==> src/adlr_pkg.sv <==
// Package of the Adler-32 frame verifier: types, constants and status codes.
// Depends on nothing; the register, checksum, top-level and checker modules import it.
package adlr_pkg;

	// Adler-32 modulus, one bit wider than the sums so compares hold the carry.
	localparam logic [16:0] ADLER_MOD   = 17'd65521;
	// Header layout: eight identifier bytes, then four checksum bytes.
	localparam logic [3:0]  MAGIC_LEN   = 4'd8;
	localparam logic [3:0]  HEADER_LEN  = 4'd12;
	// Default identifier, byte zero in the lowest bits.
	localparam logic [63:0] MAGIC_RESET = 64'h0000_0002_5452_4742;
	// Starting values of the two sums.
	localparam logic [15:0] SUM_LOW_INIT  = 16'd1;
	localparam logic [15:0] SUM_HIGH_INIT = 16'd0;

	// Result status codes.
	typedef enum logic [1:0] {
		STATUS_OK        = 2'd0,
		STATUS_BAD_MAGIC = 2'd1,
		STATUS_MISMATCH  = 2'd2,
		STATUS_SHORT     = 2'd3
	} status_t;

	// One input word as held in the input register.
	typedef struct packed {
		logic [7:0] data_byte;
		logic       last_byte;
	} byte_word_t;

	// One result word.
	typedef struct packed {
		status_t     status;
		logic [31:0] computed_checksum;
		logic [31:0] header_checksum;
	} result_t;

endpackage

==> src/adlr_if.sv <==
// Valid/ready channel interfaces for the byte input and the result output.
// Depends on nothing outside this file.
interface adlr_byte_if;
	logic       valid;
	logic       ready;
	logic [7:0] data_byte;
	logic       last_byte;

	modport source (output valid, output data_byte, output last_byte, input ready);
	modport sink   (input valid, input data_byte, input last_byte, output ready);
endinterface

interface adlr_result_if;
	logic        valid;
	logic        ready;
	logic [1:0]  status;
	logic [31:0] computed_checksum;
	logic [31:0] header_checksum;

	modport source (output valid, output status, output computed_checksum,
		output header_checksum, input ready);
	modport sink   (input valid, input status, input computed_checksum,
		input header_checksum, output ready);
endinterface

==> src/adlr_in_reg.sv <==
// Input register of the frame verifier: holds one accepted word until the
// checksum stage takes it. Depends on adlr_pkg.
module adlr_in_reg import adlr_pkg::*; (
	input  logic       clk,
	input  logic       arst_n,
	input  logic       in_valid,
	input  byte_word_t in_word,
	output logic       in_ready,
	input  logic       out_free,
	output logic       s1_valid,
	output byte_word_t s1_word,
	output logic       s1_advance
);

	logic       valid_s1;
	byte_word_t word_s1;

	// A plain byte always moves on; a last byte needs room in the result register.
	assign s1_advance = valid_s1 && (!word_s1.last_byte || out_free);
	assign in_ready   = !valid_s1 || s1_advance;
	assign s1_valid   = valid_s1;
	assign s1_word    = word_s1;

	// Valid flag of the stage.
	always_ff @(posedge clk or negedge arst_n) begin
		if (!arst_n) begin
			valid_s1 <= 1'b0;
		end else if (in_ready) begin
			valid_s1 <= in_valid;
		end
	end

	// Payload of the stage.
	always_ff @(posedge clk) begin
		if (in_ready && in_valid) begin
			word_s1 <= in_word;
		end
	end

endmodule

==> src/adlr_check.sv <==
// Frame state and checksum stage: identifier compare, stored checksum capture,
// Adler-32 update and status decision on the last byte. Depends on adlr_pkg.
module adlr_check import adlr_pkg::*; (
	input  logic        clk,
	input  logic        arst_n,
	input  logic [63:0] magic,
	input  logic        advance,
	input  byte_word_t  word,
	output logic        res_valid,
	output result_t     res
);

	logic [3:0]  pos_q;
	logic        magic_ok_q;
	logic [31:0] stored_q;
	logic [15:0] low_q;
	logic [15:0] high_q;

	logic [3:0]  pos_nx;
	logic        magic_ok_nx;
	logic [31:0] stored_nx;
	logic [15:0] low_nx;
	logic [15:0] high_nx;
	logic [16:0] low_sum;
	logic [16:0] high_sum;
	logic [7:0]  want_byte;
	logic [31:0] computed;

	// Per-byte update of the frame state.
	always_comb begin
		magic_ok_nx = magic_ok_q;
		stored_nx   = stored_q;
		low_nx      = low_q;
		high_nx     = high_q;
		want_byte   = magic[{pos_q[2:0], 3'b000} +: 8];
		low_sum     = {1'b0, low_q} + {9'd0, word.data_byte};
		high_sum    = 17'd0;
		if (pos_q < MAGIC_LEN) begin
			if (want_byte != word.data_byte) begin
				magic_ok_nx = 1'b0;
			end
		end else if (pos_q < HEADER_LEN) begin
			stored_nx[{pos_q[1:0], 3'b000} +: 8] = word.data_byte;
		end else begin
			low_nx   = (low_sum >= ADLER_MOD) ? 16'(low_sum - ADLER_MOD) : low_sum[15:0];
			high_sum = {1'b0, high_q} + {1'b0, low_nx};
			high_nx  = (high_sum >= ADLER_MOD) ? 16'(high_sum - ADLER_MOD) : high_sum[15:0];
		end
		pos_nx = (pos_q < HEADER_LEN) ? pos_q + 4'd1 : pos_q;
	end

	// Result of a frame, taken from the updated state.
	always_comb begin
		computed                = {high_nx, low_nx};
		res.computed_checksum   = computed;
		res.header_checksum     = stored_nx;
		priority if (pos_nx < HEADER_LEN) begin
			res.status = STATUS_SHORT;
		end else if (!magic_ok_nx) begin
			res.status = STATUS_BAD_MAGIC;
		end else if (computed != stored_nx) begin
			res.status = STATUS_MISMATCH;
		end else begin
			res.status = STATUS_OK;
		end
	end

	assign res_valid = advance && word.last_byte;

	// Frame state registers; a last byte returns them to their start values.
	always_ff @(posedge clk or negedge arst_n) begin
		if (!arst_n) begin
			pos_q      <= 4'd0;
			magic_ok_q <= 1'b1;
			stored_q   <= 32'd0;
			low_q      <= SUM_LOW_INIT;
			high_q     <= SUM_HIGH_INIT;
		end else if (advance) begin
			if (word.last_byte) begin
				pos_q      <= 4'd0;
				magic_ok_q <= 1'b1;
				stored_q   <= 32'd0;
				low_q      <= SUM_LOW_INIT;
				high_q     <= SUM_HIGH_INIT;
			end else begin
				pos_q      <= pos_nx;
				magic_ok_q <= magic_ok_nx;
				stored_q   <= stored_nx;
				low_q      <= low_nx;
				high_q     <= high_nx;
			end
		end
	end

endmodule

==> src/adlr_out_reg.sv <==
// Result register of the frame verifier: holds one result word until the
// receiver takes it. Depends on adlr_pkg.
module adlr_out_reg import adlr_pkg::*; (
	input  logic    clk,
	input  logic    arst_n,
	input  logic    load,
	input  result_t load_res,
	output logic    free,
	output logic    out_valid,
	output result_t out_res,
	input  logic    out_ready
);

	logic    valid_q;
	result_t res_q;

	// Room for a new result when empty or when the held one leaves this cycle.
	assign free      = !valid_q || out_ready;
	assign out_valid = valid_q;
	assign out_res   = res_q;

	// Valid flag of the result register.
	always_ff @(posedge clk or negedge arst_n) begin
		if (!arst_n) begin
			valid_q <= 1'b0;
		end else if (free) begin
			valid_q <= load;
		end
	end

	// Result payload.
	always_ff @(posedge clk) begin
		if (free && load) begin
			res_q <= load_res;
		end
	end

endmodule

==> src/adler32_frame_verifier_core.sv <==
// Top level of the Adler-32 frame verifier.
// Depends on adlr_pkg, adlr_if, adlr_in_reg, adlr_check and adlr_out_reg.
//
// Usage:
// in_ch carries the file image one word (byte) per handshake, with last_byte
// set on the final byte. out_ch carries one result word per file: status,
// the computed Adler-32 over bytes twelve onward, and the stored checksum
// from bytes eight to eleven. cfg_we with cfg_wdata loads the expected
// eight-byte identifier; write it only while no file is in flight.
// Throughput is one byte per cycle while no last byte waits for the result register:
// the input register feeds the checksum stage, whose two sums each need one add and one conditional subtract.
// A last byte is held in the input register, the checksum stage forms its result
// combinationally, and the result register then drives that result onto out_ch.
// Reset clears the frame state and the valid flags of both channel registers
// and loads the default identifier. When the receiver stalls, plain bytes keep
// flowing; a last byte waits in the input register until the result register
// frees, and in_ch.ready drops meanwhile.
module adler32_frame_verifier_core import adlr_pkg::*; (
	input  logic        clk,
	input  logic        arst_n,
	adlr_byte_if.sink   in_ch,
	adlr_result_if.source out_ch,
	input  logic        cfg_we,
	input  logic [63:0] cfg_wdata
);

	logic [63:0] magic_q;
	byte_word_t  in_word;
	byte_word_t  s1_word;
	logic        s1_valid;
	logic        s1_advance;
	logic        out_free;
	logic        res_valid;
	result_t     res;
	result_t     out_res;
	logic        out_valid;

	// Expected identifier register.
	always_ff @(posedge clk or negedge arst_n) begin
		if (!arst_n) begin
			magic_q <= MAGIC_RESET;
		end else if (cfg_we) begin
			magic_q <= cfg_wdata;
		end
	end

	assign in_word.data_byte = in_ch.data_byte;
	assign in_word.last_byte = in_ch.last_byte;

	adlr_in_reg u_in_reg (
		.clk        (clk),
		.arst_n     (arst_n),
		.in_valid   (in_ch.valid),
		.in_word    (in_word),
		.in_ready   (in_ch.ready),
		.out_free   (out_free),
		.s1_valid   (s1_valid),
		.s1_word    (s1_word),
		.s1_advance (s1_advance)
	);

	adlr_check u_check (
		.clk       (clk),
		.arst_n    (arst_n),
		.magic     (magic_q),
		.advance   (s1_advance && s1_valid),
		.word      (s1_word),
		.res_valid (res_valid),
		.res       (res)
	);

	adlr_out_reg u_out_reg (
		.clk       (clk),
		.arst_n    (arst_n),
		.load      (res_valid),
		.load_res  (res),
		.free      (out_free),
		.out_valid (out_valid),
		.out_res   (out_res),
		.out_ready (out_ch.ready)
	);

	// Drive the result channel.
	assign out_ch.valid             = out_valid;
	assign out_ch.status            = out_res.status;
	assign out_ch.computed_checksum = out_res.computed_checksum;
	assign out_ch.header_checksum   = out_res.header_checksum;

endmodule

==> src/flat_wrapper.sv <==
// flat-port wrapper written by rule: the top's interface ports become plain ports
module adler32_frame_verifier_core_flat import adlr_pkg::*;
  (clk, arst_n, cfg_we, cfg_wdata, in_ch_valid, in_ch_data_byte, in_ch_last_byte, in_ch_ready, out_ch_valid, out_ch_status, out_ch_computed_checksum, out_ch_header_checksum, out_ch_ready);
  adlr_byte_if in_ch_i ();
  adlr_result_if out_ch_i ();
  input  logic clk;
  input  logic arst_n;
  input  logic cfg_we;
  input  logic [63:0] cfg_wdata;
  input wire logic [$bits(in_ch_i.valid)-1:0] in_ch_valid;
  input wire logic [$bits(in_ch_i.data_byte)-1:0] in_ch_data_byte;
  input wire logic [$bits(in_ch_i.last_byte)-1:0] in_ch_last_byte;
  output wire logic [$bits(in_ch_i.ready)-1:0] in_ch_ready;
  output wire logic [$bits(out_ch_i.valid)-1:0] out_ch_valid;
  output wire logic [$bits(out_ch_i.status)-1:0] out_ch_status;
  output wire logic [$bits(out_ch_i.computed_checksum)-1:0] out_ch_computed_checksum;
  output wire logic [$bits(out_ch_i.header_checksum)-1:0] out_ch_header_checksum;
  input wire logic [$bits(out_ch_i.ready)-1:0] out_ch_ready;
  assign in_ch_i.valid = in_ch_valid;
  assign in_ch_i.data_byte = in_ch_data_byte;
  assign in_ch_i.last_byte = in_ch_last_byte;
  assign in_ch_ready = in_ch_i.ready;
  assign out_ch_valid = out_ch_i.valid;
  assign out_ch_status = out_ch_i.status;
  assign out_ch_computed_checksum = out_ch_i.computed_checksum;
  assign out_ch_header_checksum = out_ch_i.header_checksum;
  assign out_ch_i.ready = out_ch_ready;
  adler32_frame_verifier_core u_core (.clk(clk), .arst_n(arst_n), .in_ch(in_ch_i), .out_ch(out_ch_i), .cfg_we(cfg_we), .cfg_wdata(cfg_wdata));
endmodule
==> config.mk <==
export PLATFORM = sky130hd
export DESIGN_NAME = adler32_frame_verifier_core_flat
export DESIGN_NICKNAME = d
export VERILOG_FILES = /design/src/adlr_pkg.sv /design/src/adlr_if.sv /design/src/adlr_in_reg.sv /design/src/adlr_check.sv /design/src/adlr_out_reg.sv /design/src/adler32_frame_verifier_core.sv /design/src/flat_wrapper.sv
export SDC_FILE = /design/constraint.sdc
export NUM_CORES = 1
export LEC_CHECK = 0
export ABC_AREA = 1
export BUFFER_PORTS_ARGS = -buffer_cell sky130_fd_sc_hd__buf_2
export CAP_MARGIN = 20
export CORE_MARGIN = 10
export CORE_UTILIZATION = 31
export DETAILED_ROUTE_END_ITERATION = 10
export PLACE_DENSITY = 0.49
export SYNTH_ARGS = -nofsm -noshare
export SYNTH_HDL_FRONTEND = slang
export SYNTH_SLANG_ARGS = --single-unit
==> constraint.sdc <==
create_clock -name clk -period 10.7 [get_ports clk]
set_input_delay 1.07 -clock clk [delete_from_list [all_inputs] [get_ports clk]]
set_output_delay 1.07 -clock clk [all_outputs]
set_load 0.01 [all_outputs]
After elaboration in Yosys (flattened, before gate mapping)
Cells that the tools add are included.
{"block": "word_totals", "regBits": 210, "inputBits": 78, "output_inout_bits": 68, "word_cells": 62}
{"block": "op_classes", "add_sub_neg": 6, "order_cmp": 5, "eq_ne": 2, "shift": 3, "muxes": 19, "bitwise": 1, "n_reduce_logical": 12}
{"operator": "$mux W16", "n": 8}
{"operator": "$mux W32", "n": 3}
{"operator": "$shiftx A64 B7 Y8", "n": 1}
{"operator": "$ge A17 B16 Y1 const B", "n": 2}
{"operator": "$bwmux W32", "n": 1}
{"operator": "$ne A32 B32 Y1", "n": 1}
{"operator": "$shift A8 B7 Y32 const A", "n": 1}
{"operator": "$shiftx A8 B7 Y32", "n": 1}
{"operator": "$sub A16 B16 Y16 const B", "n": 2}
{"operator": "$add A16 B16 Y17", "n": 1}
{"operator": "$add A16 B8 Y17", "n": 1}
{"operator": "$lt A4 B4 Y1 const B", "n": 3}
{"operator": "$mux W4", "n": 2}
{"operator": "$ne A8 B8 Y1", "n": 1}
{"operator": "$neg A5 Y7", "n": 1}
{"operator": "$logic_and A1 B1 Y1", "n": 5}
{"operator": "$add A4 B1 Y4 const B", "n": 1}
{"operator": "$mux W2", "n": 2}
{"operator": "$logic_not A1 Y1", "n": 3}
{"operator": "$logic_or A1 B1 Y1", "n": 3}
{"operator": "$mux W1", "n": 3}
{"operator": "$reduce_or A2 Y1", "n": 1}
{"operator": "$not A1 Y1", "n": 1}

Logic depth before layout (Yosys ltp)
{"block": "logic_depth", "word_depth": 11, "mapped_depth": 46, "ltp_nobuf": 45}

Modules after synthesis
From an unflattened synthesis, not the netlist that was laid out.
{"block": "unflattened", "hier_cells": 1757, "hier_area_um2": 12993.7}
{"module": "adlr_check", "n_inst": 1, "cells_per_inst": 1396, "area_per_inst_um2": 8165.3, "seq_area_each_um2": 1729.2}
{"module": "adler32_frame_verifier_core", "n_inst": 1, "cells_per_inst": 272, "area_per_inst_um2": 2469.9, "seq_area_each_um2": 1617.8}
{"module": "adlr_out_reg", "n_inst": 1, "cells_per_inst": 72, "area_per_inst_um2": 2026.9, "seq_area_each_um2": 2006.9}
{"module": "adlr_in_reg", "n_inst": 1, "cells_per_inst": 17, "area_per_inst_um2": 331.6, "seq_area_each_um2": 295.3}

Least setup slack after synthesis
Ideal clock, no wire load.
{"block": "synth_timing", "path_type": "register to register", "startpoint": "register u_core.u_in_reg.word_s1, in the netlist u_core.u_in_reg.s1_word[1]", "endpoint": "register u_core.u_out_reg.res_q, in the netlist u_core.u_out_reg.out_res[65] (data pin)", "arrival_ps": 4992, "path_slack_ps": 5456, "stages_incl_launch_ff": 43, "synth_period_minus_slack_ps": 5244, "path_cell_list": "edfxtp_1 > ha_1 > fa_1 > nand3_1 > nand3_1 > nand2_4 > nand2_2 > nor2_1 > nand3_1 > nor2_2 > nand3_4 > nand3_2 > buf_6 > nand2_1 > nand2_1 > ha_1 > inv_1 > fa_1 > [... 7 more ...] > nand3_2 > nor2_4 > nand3_4 > nand3_4 > buf_6 > nand2_1 > o21ai_2 > nand2_1 > nand2_2 > nand2_1 > nand2_1 > nand2_1 > nor2_1 > nand2_1 > nor2_1 > nand2_1 > nand2_1 > nand2_1"}
{"block": "synth_via", "elab_chain_len": 11, "word_cells_on_any_way": 22}
{"element": "start, declared", "line_no": "adlr_in_reg.sv:16", "text": "byte_word_t word_s1;"}
{"element": "start signal, assigned", "line_no": "adlr_in_reg.sv:36", "text": "word_s1 <= in_word;"}
{"element": "$add A16 B8 Y17", "line_no": "adlr_check.sv:36", "text": "low_sum = {1'b0, low_q} + {9'd0, word.data_byte};"}
{"element": "$sub A16 B16 Y16 / $ge A17 B16 Y1 (equally long branches)", "line_no": "adlr_check.sv:45", "text": "low_nx = (low_sum >= ADLER_MOD) ? 16'(low_sum - ADLER_MOD) : low_sum[15:0];"}
{"element": "$mux W16", "line_no": "adlr_check.sv:45"}
{"element": "$add A16 B16 Y17", "line_no": "adlr_check.sv:46", "text": "high_sum = {1'b0, high_q} + {1'b0, low_nx};"}
{"element": "$sub A16 B16 Y16 / $ge A17 B16 Y1 (equally long branches)", "line_no": "adlr_check.sv:47", "text": "high_nx = (high_sum >= ADLER_MOD) ? 16'(high_sum - ADLER_MOD) : high_sum[15:0];"}
{"element": "$mux W16", "line_no": "adlr_check.sv:47"}
{"element": "$mux W16", "line_no": "adlr_check.sv:42", "text": "end else if (pos_q < HEADER_LEN) begin"}
{"element": "$mux W16", "line_no": "adlr_check.sv:38", "text": "if (pos_q < MAGIC_LEN) begin"}
{"element": "$ne A32 B32 Y1", "line_no": "adlr_check.sv:61", "text": "end else if (computed != stored_nx) begin"}
{"element": "$mux W2", "line_no": "adlr_check.sv:61"}
{"element": "$mux W2 (*)", "line_no": "adlr_check.sv:59", "text": "end else if (!magic_ok_nx) begin"}
{"element": "end signal, assigned", "line_no": "adlr_out_reg.sv:34", "text": "res_q <= load_res;"}
{"element": "end, declared", "line_no": "adlr_out_reg.sv:15", "text": "result_t res_q;"}
Mark *: on every way between the ends. The rest lies on a longest branch, timed or not.
A chain may end at the register's enable or synchronous reset.

Worst setup path in the final report
Same ends and word-level chain as after synthesis.

==> summary.txt <==
=================================================================================
Outcome ............................................................ complete, no violations
Worst setup EP type ................................................    flip-flop
# fillers ..........................................................         4274
Type of the worst setup path .......................................   reg -> reg
Fin. max-slew vios .................................................            0
Post-Place Setup Slack .............................................      4240 ps
Average footprint of a synthesized cell ............................     7.70 um2
Most heavily used metal layer in global routing ....................         met2
Critical Path Start Type ...........................................    flip-flop
Final worst clock skew .............................................      14.5 ps
Cells after Synth ..................................................         1649
Sum of internal, switching and leakage power .......................      2.14 mW
Library cells used by synthesis ....................................           48
Utilization after layout ...........................................        0.365
Layout Area Growth over Synthesis ..................................        16.9%
Clock-pin slew on the worst setup and hold paths ...................        60 ps
Final setup violating endpoints ....................................            0
Post-Synth XOR/XNOR Area ...........................................       0.0172
GR Layer Usage met1 ................................................        0.207
Final worst setup slack ............................................      4270 ps
Clock root buffer .................................................. sky130_fd_sc_hd__clkbuf_16
Fin. Hold Viols ....................................................            0
Max Freq ...........................................................      155 MHz
Wire length of the first global-routing pass .......................      63.2 mm
Clock insertion delay at the later pin of the skew report ..........       550 ps
Synthesized-area fraction occupied by adder cells ..................       0.0386
Leakage dissipation ................................................      7.43 nW
Post-synthesis sequential area ratio ...............................        0.445
Met3 Resource Use GR ...............................................       0.0278
Maximum clock insertion buffer count ...............................            3
Worst min-delay path category ......................................   reg -> reg
GRT Total Usage ....................................................        0.158
Multiplexer share of the synthesized area ..........................       0.0284
Nets in the synthesized netlist ....................................         1765
DRC violation count after routing ..................................            0
Ratio of total power to cell area ..................................   144 nW/um2
Number of gates resized after CTS ..................................            0
Compound-gate portion of the synthesized area ......................       0.0983
Post-synthesis simple-gate area fraction ...........................        0.270
Delay of the slowest cell on the worst path ........................       550 ps
Most frequent cell after synthesis ................................. sky130_fd_sc_hd__nand2_1
Number of maximum-capacitance violations ...........................            0
Number of buffers added by the clock tree synthesis step ...........           26
Master of the slowest instance on the critical path ................ sky130_fd_sc_hd__edfxtp_1
Initial DRC count ..................................................          729
X dimension of the die .............................................       222 um
Total routed wirelength ............................................      40.1 mm
Worst hold margin ..................................................       485 ps
Maximum VDD drop ...................................................     0.107 mV
Ratio of cells with drive above 1 in the final layout ..............        0.168
Yosys top cell area share ..........................................        0.237
Crit-path most repeated cell ....................................... sky130_fd_sc_hd__nand2_1
Number of hold buffers added after CTS .............................            0
Number of nets at the end of the flow ..............................         1901
Transition time at the pin with the least slew margin ..............       921 ps
Flops & latches, synth .............................................          210
Arrival time reported for the critical path endpoint ...............      6740 ps
Residual overflow from global routing ..............................            0
Final min period ...................................................      6430 ps
Met2 Use GR ........................................................        0.263
Relative slew slack ................................................        0.386
Share of async-settable or async-resettable flops after synthesis ..        0.643
I/O Buffers ........................................................          145
Synth Warn # .......................................................            0
Avg WL per Cell ....................................................      17.1 um
Tcrit/Tclk final ...................................................        0.601
Clk sink count .....................................................          210
Initial antenna violation count ....................................            0
Die area ...........................................................    49400 um2
Number of detailed-route iterations in the first pass ..............            5
Largest net degree at the start of global routing ..................           97
Buffers inserted by post-CTS timing repair .........................            0
Post-synthesis instance area .......................................    12700 um2
Number of levels the H-tree was split into .........................            1
Number of top-level pins ...........................................          146
Number of antenna repair diodes ....................................            0
Number of nets with antenna violations after detailed routing ......            0
Main flop type after synthesis ..................................... sky130_fd_sc_hd__dfrtp_1
Setup repair after global routing missed its margin ................        false
Number of global-route vias before repair ..........................        11032
Library cell occupying the most area in the post-synthesis netlist . sky130_fd_sc_hd__dfrtp_1
Most frequent cells after synthesis ................................ sky130_fd_sc_hd__nand2_1 (499), sky130_fd_sc_hd__inv_1 (281), sky130_fd_sc_hd__dfrtp_1 (120)
Most area-consuming cells after synthesis .......................... sky130_fd_sc_hd__dfrtp_1 (24%), sky130_fd_sc_hd__edfxtp_1 (18%), sky130_fd_sc_hd__nand2_1 (15%)
Max FO, Critical Path ..............................................           25
Last weighted congestion value of the routability-driven placer ....        0.859
Clock tree from TritonCTS ..........................................          yes
Starting utilization of the core area ..............................        0.312
Req. time, crit path ...............................................     11010 ps
Setup TNS ..........................................................         0 ps
Cell Rows ..........................................................           74
Main combinational cell family by area after synthesis ............. simple AND/OR/NAND/NOR gates
Post-detailed-route via-to-cell ratio ..............................         4.75
EDFF count, synth ..................................................           75
Area of the core ...................................................    40600 um2
Vert. Die Dim ......................................................       222 um
Half-perimeter wire length after placement .........................      30.3 mm
Via count ..........................................................        11112
=================================================================================
sequential cells by signal (all words and copies together), names as in the netlist:
signal / flops
u_core.u_check.pos_q: 4
u_core.u_check.stored_q: 32
u_core.magic_q: 64
u_core.u_in_reg.s1_word: 9
u_core.u_in_reg.s1_valid: 1
u_core.u_check.low_q: 16
u_core.u_check.high_q: 16
u_core.u_out_reg.out_valid: 1
u_core.u_out_reg.out_res: 66
u_core.u_check.magic_ok_q: 1
cells in the final DEF, fill, tap and decap left out, types with 3 or more instances in the layout:
master / n
sky130_fd_sc_hd__a21oi_1: 45
sky130_fd_sc_hd__and2_1: 4
sky130_fd_sc_hd__buf_2: 144
sky130_fd_sc_hd__buf_4: 12
sky130_fd_sc_hd__bufinv_16: 4
sky130_fd_sc_hd__clkbuf_1: 7
sky130_fd_sc_hd__clkbuf_16: 27
sky130_fd_sc_hd__clkinv_1: 10
sky130_fd_sc_hd__dfrtp_1: 120
sky130_fd_sc_hd__dfstp_2: 15
sky130_fd_sc_hd__edfxtp_1: 75
sky130_fd_sc_hd__ha_1: 36
sky130_fd_sc_hd__inv_1: 280
sky130_fd_sc_hd__inv_2: 7
sky130_fd_sc_hd__mux2_2: 32
sky130_fd_sc_hd__nand2_1: 499
sky130_fd_sc_hd__nand2_2: 28
sky130_fd_sc_hd__nand3_1: 115
sky130_fd_sc_hd__nand3_2: 3
sky130_fd_sc_hd__nand3_4: 4
sky130_fd_sc_hd__nand3b_1: 5
sky130_fd_sc_hd__nand4_1: 40
sky130_fd_sc_hd__nor2_1: 64
sky130_fd_sc_hd__nor2_2: 6
sky130_fd_sc_hd__nor2_4: 3
sky130_fd_sc_hd__nor3_1: 5
sky130_fd_sc_hd__o21ai_0: 96
sky130_fd_sc_hd__o21ai_1: 5
sky130_fd_sc_hd__o21ai_2: 7
sky130_fd_sc_hd__o22ai_1: 55
sky130_fd_sc_hd__o31ai_1: 3
sky130_fd_sc_hd__xnor2_1: 7
sky130_fd_sc_hd__xor2_1: 18
critical path: cells and delay by family, from the launching register on:
| family | cells | cell delay (ps) |
|---|---|---|
| AND/OR/NAND/NOR | 31 | 3530 |
| adder cells (fa/ha/maj) | 4 | 1380 |
| flip-flops | 1 | 550 |
| AO/OA/AOI/OAI | 2 | 480 |
| buffers and inverters | 3 | 250 |
metrics by stage:
stage,std cells,area [um2]
2_1_floorplan,1649,12700
5_1_grt,2337,14800
4_1_cts,2337,14800
6_report,2337,14800
3_3_place_gp,2289,14000
3_5_place_dp,2289,14000
where the power goes:
part / total [mW] / switching [mW] / internal (mW)
Sequential: 0.899 / 0.0200 / 0.879
Clock: 0.914 / 0.357 / 0.557
Combinational: 0.328 / 0.222 / 0.106
Total: 2.14 / 0.600 / 1.54
area by class of cell:
| class | count | area, um2 | area share |
|---|---|---|---|
| multi-input cells | 1099 | 5740 | 0.387 |
| inverters | 291 | 1090 | 0.0736 |
| clock buffers | 34 | 702 | 0.0473 |
| repair buffers | 157 | 822 | 0.0554 |
| clock inverters | 14 | 170 | 0.0115 |
| flip-flops and latches | 210 | 5650 | 0.381 |
| well taps | 532 | 666 | 0.0448 |
logic make-up after synthesis:
| group | after synthesis |
|---|---|
| AND/OR/NAND/NOR | 783 |
| adder cells (fa/ha/maj) | 38 |
| buffers and inverters | 340 |
| AO/OA/AOI/OAI | 221 |
| XOR/XNOR | 25 |
| flip-flops | 210 |
| multiplexers | 32 |
layer usage:
metal  vias to the layer above  part of all wire  wire length, um
met5                         -                 0                0
met4                         0             0.022              890
met3                        46             0.046             1850
met2                       249              0.47            18600
met1                      5210              0.47            18700
li1                       5607                 -                -
final timing paths:
| check | from | end | slack [ps] | depth (start not counted) |
|---|---|---|---|---|
| min in group asynchronous | arst_n | u_core.magic_q[46] | 560 | 1 |
| max in group asynchronous | arst_n | u_core.u_check.low_q[8] | 8770 | 2 |
| hold reg to reg | u_core.magic_q[17] | u_core.magic_q[17] | 480 | 2 |
| hold / removal | u_core.magic_q[17] | u_core.magic_q[17] | 480 | 2 |
| setup reg to reg | u_core.u_in_reg.s1_word[1] | u_core.u_out_reg.out_res[65] | 4270 | 40 |
| setup / recovery | u_core.u_in_reg.s1_word[1] | u_core.u_out_reg.out_res[65] | 4270 | 40 |
No activity file was read; power rests on OpenSTA's default activity.
